`config.mk`:
```
export PLATFORM = sky130hd
export DESIGN_NAME = lkv_ctrl
export DESIGN_NICKNAME = d
export VERILOG_FILES = /design/src/rtl/core/lkv_pkg.sv /design/src/rtl/core/lkv_ctrl.sv
export SDC_FILE = /design/constraint.sdc
export NUM_CORES = 1
export LEC_CHECK = 0
export BUFFER_PORTS_ARGS = -buffer_cell sky130_fd_sc_hd__buf_2
export CAP_MARGIN = 40
export CORE_AREA = 2 2 39 41
export CTS_BUF_LIST = sky130_fd_sc_hd__clkbuf_8
export DETAILED_ROUTE_END_ITERATION = 12
export DIE_AREA = 0 0 41 43
export SYNTH_ARGS = -nofsm -noshare
export SYNTH_HDL_FRONTEND = slang
export SYNTH_SLANG_ARGS = --single-unit
```
`constraint.sdc`:
```
create_clock -name clk -period 2.94 [get_ports clk]
set_input_delay 0.147 -clock clk [delete_from_list [all_inputs] [get_ports clk]]
set_output_delay 0.147 -clock clk [all_outputs]
set_load 0.03 [all_outputs]
```
`src/rtl/core/lkv_pkg.sv`:
```
// lkv_pkg: shared types and constants for the lru key-value cache
// depends on nothing; imported by every module of the block but lkv_ram
package lkv_pkg;

	localparam int DEPTH_DEF      = 64;
	localparam int KEY_BITS_DEF   = 64;
	localparam int VALUE_BITS_DEF = 64;

	localparam int FIELD_W = 64;
	localparam int CAP_W   = 7;
	localparam int OCC_W   = 7;
	localparam int CNT32_W = 32;
	localparam int APB_AW  = 3;

	localparam logic [CAP_W-1:0] CAP_RESET = 7'd64;

	// register index on the apb port
	localparam logic REG_CAPACITY = 1'b0;

	// command codes
	localparam logic [1:0] CMD_LOOKUP = 2'd0;
	localparam logic [1:0] CMD_UPDATE = 2'd1;
	localparam logic [1:0] CMD_INVAL  = 2'd2;

	typedef struct packed {
		logic [1:0]         cmd;
		logic [FIELD_W-1:0] key;
		logic [FIELD_W-1:0] write_value;
	} req_t;

	typedef struct packed {
		logic               hit;
		logic [FIELD_W-1:0] read_value;
		logic               evicted;
		logic [FIELD_W-1:0] evicted_key;
		logic [OCC_W-1:0]   occupancy;
		logic [CNT32_W-1:0] request_count;
		logic [CNT32_W-1:0] miss_count;
	} rsp_t;

	// controller to datapath
	typedef struct packed {
		logic load;
		logic walk_start;
		logic walk_step;
		logic age_phase;
		logic plan;
		logic commit;
	} lkv_cmd_t;

	// datapath to controller
	typedef struct packed {
		logic walk_last;
		logic need_age;
		logic out_free;
	} lkv_stat_t;

endpackage

```
`src/rtl/core/lkv_ctrl.sv`:
```
// lkv_ctrl: sequencer for search walk, recency walk and result commit
// depends on lkv_pkg
module lkv_ctrl import lkv_pkg::*; (
	input  logic      clk,
	input  logic      arst_n,
	input  logic      req_valid,
	output logic      req_stall,
	input  lkv_stat_t stat,
	output lkv_cmd_t  cmd
);
	typedef enum logic [2:0] {
		S_IDLE, S_SEARCH, S_SDRAIN, S_DECIDE, S_AGE, S_ADRAIN, S_FINISH
	} state_t;

	state_t state_q;

	always_ff @(posedge clk or negedge arst_n) begin
		if (!arst_n) begin
			state_q <= S_IDLE;
		end else begin
			unique case (state_q)
				S_IDLE:   if (req_valid) state_q <= S_SEARCH;
				S_SEARCH: if (stat.walk_last) state_q <= S_SDRAIN;
				S_SDRAIN: state_q <= S_DECIDE;
				S_DECIDE: state_q <= stat.need_age ? S_AGE : S_FINISH;
				S_AGE:    if (stat.walk_last) state_q <= S_ADRAIN;
				S_ADRAIN: state_q <= S_FINISH;
				S_FINISH: if (stat.out_free) state_q <= S_IDLE;
				default:  state_q <= S_IDLE;
			endcase
		end
	end

	assign req_stall = (state_q != S_IDLE);

	always_comb begin
		cmd = '0;
		unique case (state_q)
			S_IDLE: begin
				cmd.load       = req_valid;
				cmd.walk_start = req_valid;
			end
			S_SEARCH: cmd.walk_step = 1'b1;
			S_SDRAIN: ;
			S_DECIDE: begin
				cmd.plan       = 1'b1;
				cmd.walk_start = 1'b1;
			end
			S_AGE: begin
				cmd.walk_step = 1'b1;
				cmd.age_phase = 1'b1;
			end
			S_ADRAIN: cmd.age_phase = 1'b1;
			S_FINISH: cmd.commit = stat.out_free;
			default: ;
		endcase
	end
endmodule

```
==> results of run 1 <==
-- cell usage in the layout, fill, tap and decap left out --
cell type	instances
inv_1	1
dfrtp_1	3
nand2_1	1
or3b_1	1
nor2_1	2
nor4b_1	1
o21bai_1	1
and4b_2	1
nand4bb_1	1
dlygate4sd3_1	1
mux2i_1	1
or4b_1	1
o2bb2ai_1	1
o211ai_1	1
clkbuf_8	3
buf_2	12
o21a_1	1
a21boi_0	1
or3_2	1
xnor2_1	1
a21oi_1	1
o21ai_0	2
nor2b_1	1
-- worst reg2reg max path, cell delays in order, from the launching register on --
cell	delay (ns)
dfrtp_1	0.50
or4b_1	0.54
o211ai_1	0.11
-- how the worst max path moves through the flow --
stage,from,endpoint,slack (ns),cells after the start
floorplan,state_q[1],cmd[5],1.20,2
global placement,state_q[1],cmd[4],1.57,3
detailed placement,state_q[1],cmd[4],1.56,3
CTS,state_q[1],cmd[4],1.33,3
global route,state_q[1],cmd[4],1.23,3
finish,state_q[1],cmd[4],1.33,3
-- per-stage QoR --
| step | instance area [sq um] | utilization (%) | setup WS, ns | instances | power, W |
|---|---|---|---|---|---|
| after floorplan | 259.0 | - | 1.202 | 26 | 0.0003341 |
| after global placement | 302.8 | 21.88 | 1.569 | 51 | 0.0003521 |
| after detailed placement | 302.8 | 21.88 | 1.561 | 51 | 0.0003534 |
| after CTS | 357.8 | 25.86 | 1.327 | 56 | 0.0004730 |
| after global routing | 357.8 | 25.86 | 1.231 | 56 | 0.0005096 |
| final | 357.8 | 25.86 | 1.334 | 56 | 0.0004658 |
-- where the power goes --
| group | internal (W) | switching [W] |
|---|---|---|
| clock network | 0.0000887 | 0.0000255 |
| registers | 0.0000615 | 0.0000599 |
| logic | 0.0000952 | 0.000135 |
-- cells by family after synthesis --
group                  Yosys count  share of synthesized area [%]
flip-flops                       3                          28.98
buffers and inverters            3                          14.01
AO/OA/AOI/OAI                    8                          20.78
multiplexers                     1                          3.865
XOR/XNOR                         1                          3.382
AND/OR/NAND/NOR                 10                          28.99
-- routing by layer --
metal	GRT usage (%)	vias up	part of all wire [%]
met1	11.04	104	46
li1	-	123	-
met4	2.000	0	0
met2	9.375	6	45
met5	0	-	0
met3	6.283	0	8.3
-- final cells by class --
type,count,area (sq um),area share [%]
multi-input cells,20,147.6,41.26
flip-flops and latches,3,75.07,20.98
repair buffers,13,70.07,19.58
clock buffers,3,41.29,11.54
well taps,16,20.02,5.594
clock inverters,1,3.754,1.049
==> summary.md, run 1 <==
| Metric | Value |
|---|---|
| Status | complete, no violations |
| Drt initial violations | 0 |
| Pwr per Cell Area | 1302 nW/um^2 |
| VDD IR max | 0.5046 mV |
| Resize count post-CTS | 0 |
| CTS Hold Bufs | 1 |
| Critical path endpoint category | primary output |
| Via count | 233 |
| Main flop type after synthesis | dfrtp_1 |
| Synth area leader | dfrtp_1 |
| DR pass1 iterations | 1 |
| CP max-delay cell | dfrtp_1 |
| IO Port Bufs | 12 |
| Worst-margin pin slew | 0.3744 ns |
| Detail Placement HPWL | 378.3 um |
| Die W | 41 um |
| Total track usage | 7.956% |
| Seq/Total Area, Yosys | 28.99% |
| P_leak | 0.1668 nW |
| Worst Hold Slack | 0.2305 ns |
| Max reg flops | 3 |
| Family with the most delay on the worst path | flip-flops |
| Worst rel slew slack | 75.04% |
| Unique masters post-synth | 21 |
| Setup TNS | 0 ns |
| Hold worst-path end | state_q[1] |
| Max-Cap Viols | 0 |
| Top cells by area, synth | dfrtp_1 (29%), buf_6 (8.7%), clkbuf_8 (5.3%) |
| Most frequent cell after synthesis | dfrtp_1 |
| Post-Route WL | 528 um |
| H-tree Lvls | 1 |
| Min Clock Period, post-route | 1.606 ns |
| R2R setup slack | 1.71 ns |
| Reg2Reg Depth | 2 |
| Die ar. | 1763 sq um |
| Mean Syn Cell Area | 9.961 sq um |
| Rows | 14 |
| Total CTS buffers | 3 |
| Syn Inst Count | 26 |
| Crit path largest cell delay | 0.48 ns |
| Nets | 47 |
| # setup viols final | 0 |
| Post-synth EDFFs | 0 |
| Final Skew | 0.003046 ns |
| Hold crit path type | input port to register |
| TritonCTS clock tree | yes |
| Crit-path cells | or3b_1, a21oi_1, buf_2 |
| Initial antenna violation count | 0 |
| FF-to-FF Start | state_q[2] |
| Clk buf depth | 2 |
| N_diodes | 0 |
| Crit-path max FO | 13 |
| Startpoint Class | register |
| Most frequent cells after synthesis | dfrtp_1 (3), buf_6 (2), nor2_1 (2), o21ai_0 (2) |
| Max Slew Vio Count | 0 |
| Period utilisation layout | 54.63% |
| Synth-to-Final Area Change | 38.16% |
| Layout cell share with drive strength beyond 1 | 42.50% |
| Biggest register | state_q |
| Largest net degree at the start of global routing | 15 |
| CP arrival | 1.46 ns |
| Filler cell count | 158 |
| RSZ-0062 raised after global routing | false |
| Max Fclk | 622.7 MHz |
| DR WL/cell | 9.429 um |
| RePlAce Congestion | 0.7088 |
| R2R Path End | state_q[0] |
| WHS Path Cells | 3 |
| First-pass GRT wire length | 931 um |
| Worst Path Required | 2.79 ns |
| Area share of the largest cell type after synthesis | 28.99% |
| Vias per cell | 4.161 |
| #FFs+latches synth | 3 |
| Ys Warns | 0 |
| Residual DRC | 0 |
| Final hold viol count | 0 |
| Syn nets | 32 |
| Post-DRT Antenna Nets | 0 |
| Starting density of the core | 18.72% |
| Core region area | 1384 sq um |
| CTS Root Cell | clkbuf_8 |
| Hold Startpoint | stat[1] |
| Mapped cell area | 259.0 sq um |
| Ports | 13 |
| Post-CTS Setup Inserts | 0 |
| Vias in the first global route | 208 |
| CP Class | register to primary output |
| Asr flop ratio synth | 100.0% |
| CP Buf/Inv Count | 1 |
| Clock Sinks | 3 |
| Die Height | 43 um |
| Later-pin clock latency in the skew report | 0.21 ns |
| Largest regs | state_q: 3 flops |
| Clock transition at the registers of the reported paths | 0.03 ns |
| Total congestion overflow | 0 |
(Power assumes the default switching activity.)
==> run 2: changes to the inputs <==
==> constraint.sdc (replaced) <==
create_clock -name clk -period 1.53 [get_ports clk]
set_input_delay 0.0765 -clock clk [delete_from_list [all_inputs] [get_ports clk]]
set_output_delay 0.0765 -clock clk [all_outputs]
set_load 0.03 [all_outputs]
==> run 2 against run 1 <==
Clock power rose by 95%. Critical endpoint unchanged. Combinational power up 150%. Total power up 110%. Die area unchanged. Global-route usage grew 0.10 points. Count of clock-buffer cells in the layout unchanged. Largest cell class unchanged. Cell count grew 5.4%. Sequential cell count unchanged.
==> summary.md, run 2 (same netlist as run 1, synthesis figures left out) <==
| Metric | Value |
|---|---|
| TritonCTS clock tree | yes |
| Max reg flops | 3 (unchanged) |
| Total track usage | 8.056% (+0.10 points) |
| Initial antenna violation count | 0 (unchanged) |
| Via count | 258 (+11%) |
| CTS Root Cell | clkbuf_8 |
| Crit-path max FO | 10 (-3) |
| CP max-delay cell | dfrtp_2 |
| Layout cell share with drive strength beyond 1 | 53.49% (+11 points) |
| Drt initial violations | 0 (unchanged) |
| Max-Cap Viols | 0 (unchanged) |
| Hold crit path type | input port to register |
| Max Fclk | 694.9 MHz |
| Die Height | 43 um (unchanged) |
| Worst-margin pin slew | 0.2445 ns (-0.1298 ns) |
| Die ar. | 1763 sq um (unchanged) |
| Nets | 50 (+6.4%) |
| Clock transition at the registers of the reported paths | 0.03 ns (about the same) |
| Family with the most delay on the worst path | flip-flops |
| Post-Route WL | 569 um (+7.8%) |
| Critical path endpoint category | primary output |
| Crit path largest cell delay | 0.45 ns (-0.03 ns) |
| H-tree Lvls | 1 (unchanged) |
| Final hold viol count | 0 (unchanged) |
| Pre-CTS setup slack | 0.2718 ns (-1.289 ns) |
| Vias in the first global route | 221 (+6.3%) |
| Startpoint Class | register |
| Clk buf depth | 2 (unchanged) |
| Status | complete, no violations |
| IO Port Bufs | 12 (unchanged) |
| Later-pin clock latency in the skew report | 0.21 ns (about the same) |
| CP arrival | 1.36 ns (-0.10 ns) |
| # setup viols final | 0 (unchanged) |
| Clock Sinks | 3 (unchanged) |
| Starting density of the core | 18.72% (unchanged) |
| VDD IR max | 0.6153 mV (+22%) |
| Most common cell after layout, fill and taps aside | buf_2 |
| Min Clock Period, post-route | 1.439 ns |
| CP Buf/Inv Count | 1 (unchanged) |
| Largest regs | state_q: 3 flops |
| Core region area | 1384 sq um (unchanged) |
| Filler cell count | 157 (-0.63%) |
| Detail Placement HPWL | 418.5 um (+11%) |
| Die W | 41 um (unchanged) |
| DR WL/cell | 9.644 um (+2.3%) |
| N_diodes | 0 (unchanged) |
| Vias per cell | 4.373 (+5.1%) |
| RSZ-0062 raised after global routing | false |
| Area occupied by multi-input gates | 157.7 sq um (+6.8%) |
| RePlAce Congestion | 0.6776 (-4.4%) |
| Total CTS buffers | 3 (unchanged) |
| Fin worst setup slack | 0.09084 ns (-1.243 ns) |
| Residual DRC | 0 (unchanged) |
| Setup TNS | 0 ns (unchanged) |
| Max Slew Vio Count | 0 (unchanged) |
| DR pass1 iterations | 1 (unchanged) |
| First-pass GRT wire length | 890 um (-4.4%) |
| Post-DRT Antenna Nets | 0 (unchanged) |
| Most frequent cells in the layout | buf_2 (11), buf_4 (4), clkbuf_8 (3) |
| Crit-path cells | or3b_1, a21oi_2, buf_4 |
| Largest net degree at the start of global routing | 11 (-4) |
| Biggest register | state_q |
| Rows | 14 (unchanged) |
| Register Area | 76.32 sq um (+1.7%) |
| CP Class | register to primary output |
| Pwr per Cell Area | 2504 nW/um^2 (+92%) |
| Total congestion overflow | 0 (unchanged) |
| Ports | 13 (unchanged) |
| Final Skew | 0.001563 ns (-0.001482 ns) |
| Worst rel slew slack | 83.70% (+8.7 points) |
| P_leak | 0.1827 nW (+9.5%) |
| Synth-to-Final Area Change | 52.17% |
| Final Util | 28.48% (+2.6 points) |
| Period utilisation layout | 94.06% |
| Worst Path Required | 1.45 ns (-1.34 ns) |
==> run 2: cell count changes in the layout (fill, tap and decap cells not counted), sizes merged <==
cell and change:
buf +3
==> run 2: timing repair <==
action | CTS | global route
buffers inserted | 0 | 0
resized for setup | 0 | 4
setup endpoints to repair | 0 | 1
hold buffers | 1 | 0
hold endpoints to repair | 3 | 0
==> run 2: report_power, final <==
| part | switching, W | internal, W | total (W) |
|---|---|---|---|
| logic | 0.000331 | 0.000244 | 0.000575 |
| registers | 0.0000685 | 0.000122 | 0.000190 |
| clock network | 0.0000512 | 0.000171 | 0.000222 |
==> run 2: per-stage QoR <==
step	cells	cell area [sq um]	hold slack, ns	total power (W)
detailed placement	54	331.6	-0.1251	0.0007513
finish	59	394.1	0.1539	0.0009870
global route	59	394.1	0.1821	0.001066
floorplan	26	265.3	-0.2191	0.0006523
CTS	59	386.6	0.1569	0.0009829
global placement	54	331.6	-0.1265	0.0007472
==> run 2: final cells by class <==
cell class	instances	area share, %
sequential	3	19.37
multi-input combinational	20	40.00
clock buffer	3	10.48
clock inverter	1	0.9524
tap	16	5.079
timing repair buffer	16	24.13
==> run 2: worst register-to-register path, delay by kind of cell, from the launching register on <==
| kind | cells | cell delay (ns) |
|---|---|---|
| compound gates | 1 | 0.11 |
| simple gates | 1 | 0.52 |
| flops | 1 | 0.45 |
==> run 2: per-layer routing <==
| metal | up-vias | share of wire, % | GRT usage, % |
|---|---|---|---|
| li1 | 132 | - | - |
| met1 | 117 | 41 | 9.416 |
| met2 | 5 | 50 | 10.31 |
| met3 | 4 | 3.9 | 1.571 |
| met4 | 0 | 4.7 | 10.00 |
| met5 | - | 0 | 0 |
==> run 2: path summary, 6_finish.rpt <==
check / from / end / slack (ns) / depth (start not counted)
setup / recovery: state_q[1] / cmd[4] / 0.09 / 3
hold / removal: stat[1] / state_q[1] / 0.15 / 3
setup reg to reg: state_q[1] / state_q[0] / 0.36 / 2
hold reg to reg: state_q[1] / state_q[1] / 0.54 / 1
max in group asynchronous: arst_n / state_q[1] / 1.23 / 2
min in group asynchronous: arst_n / state_q[1] / 0.18 / 2
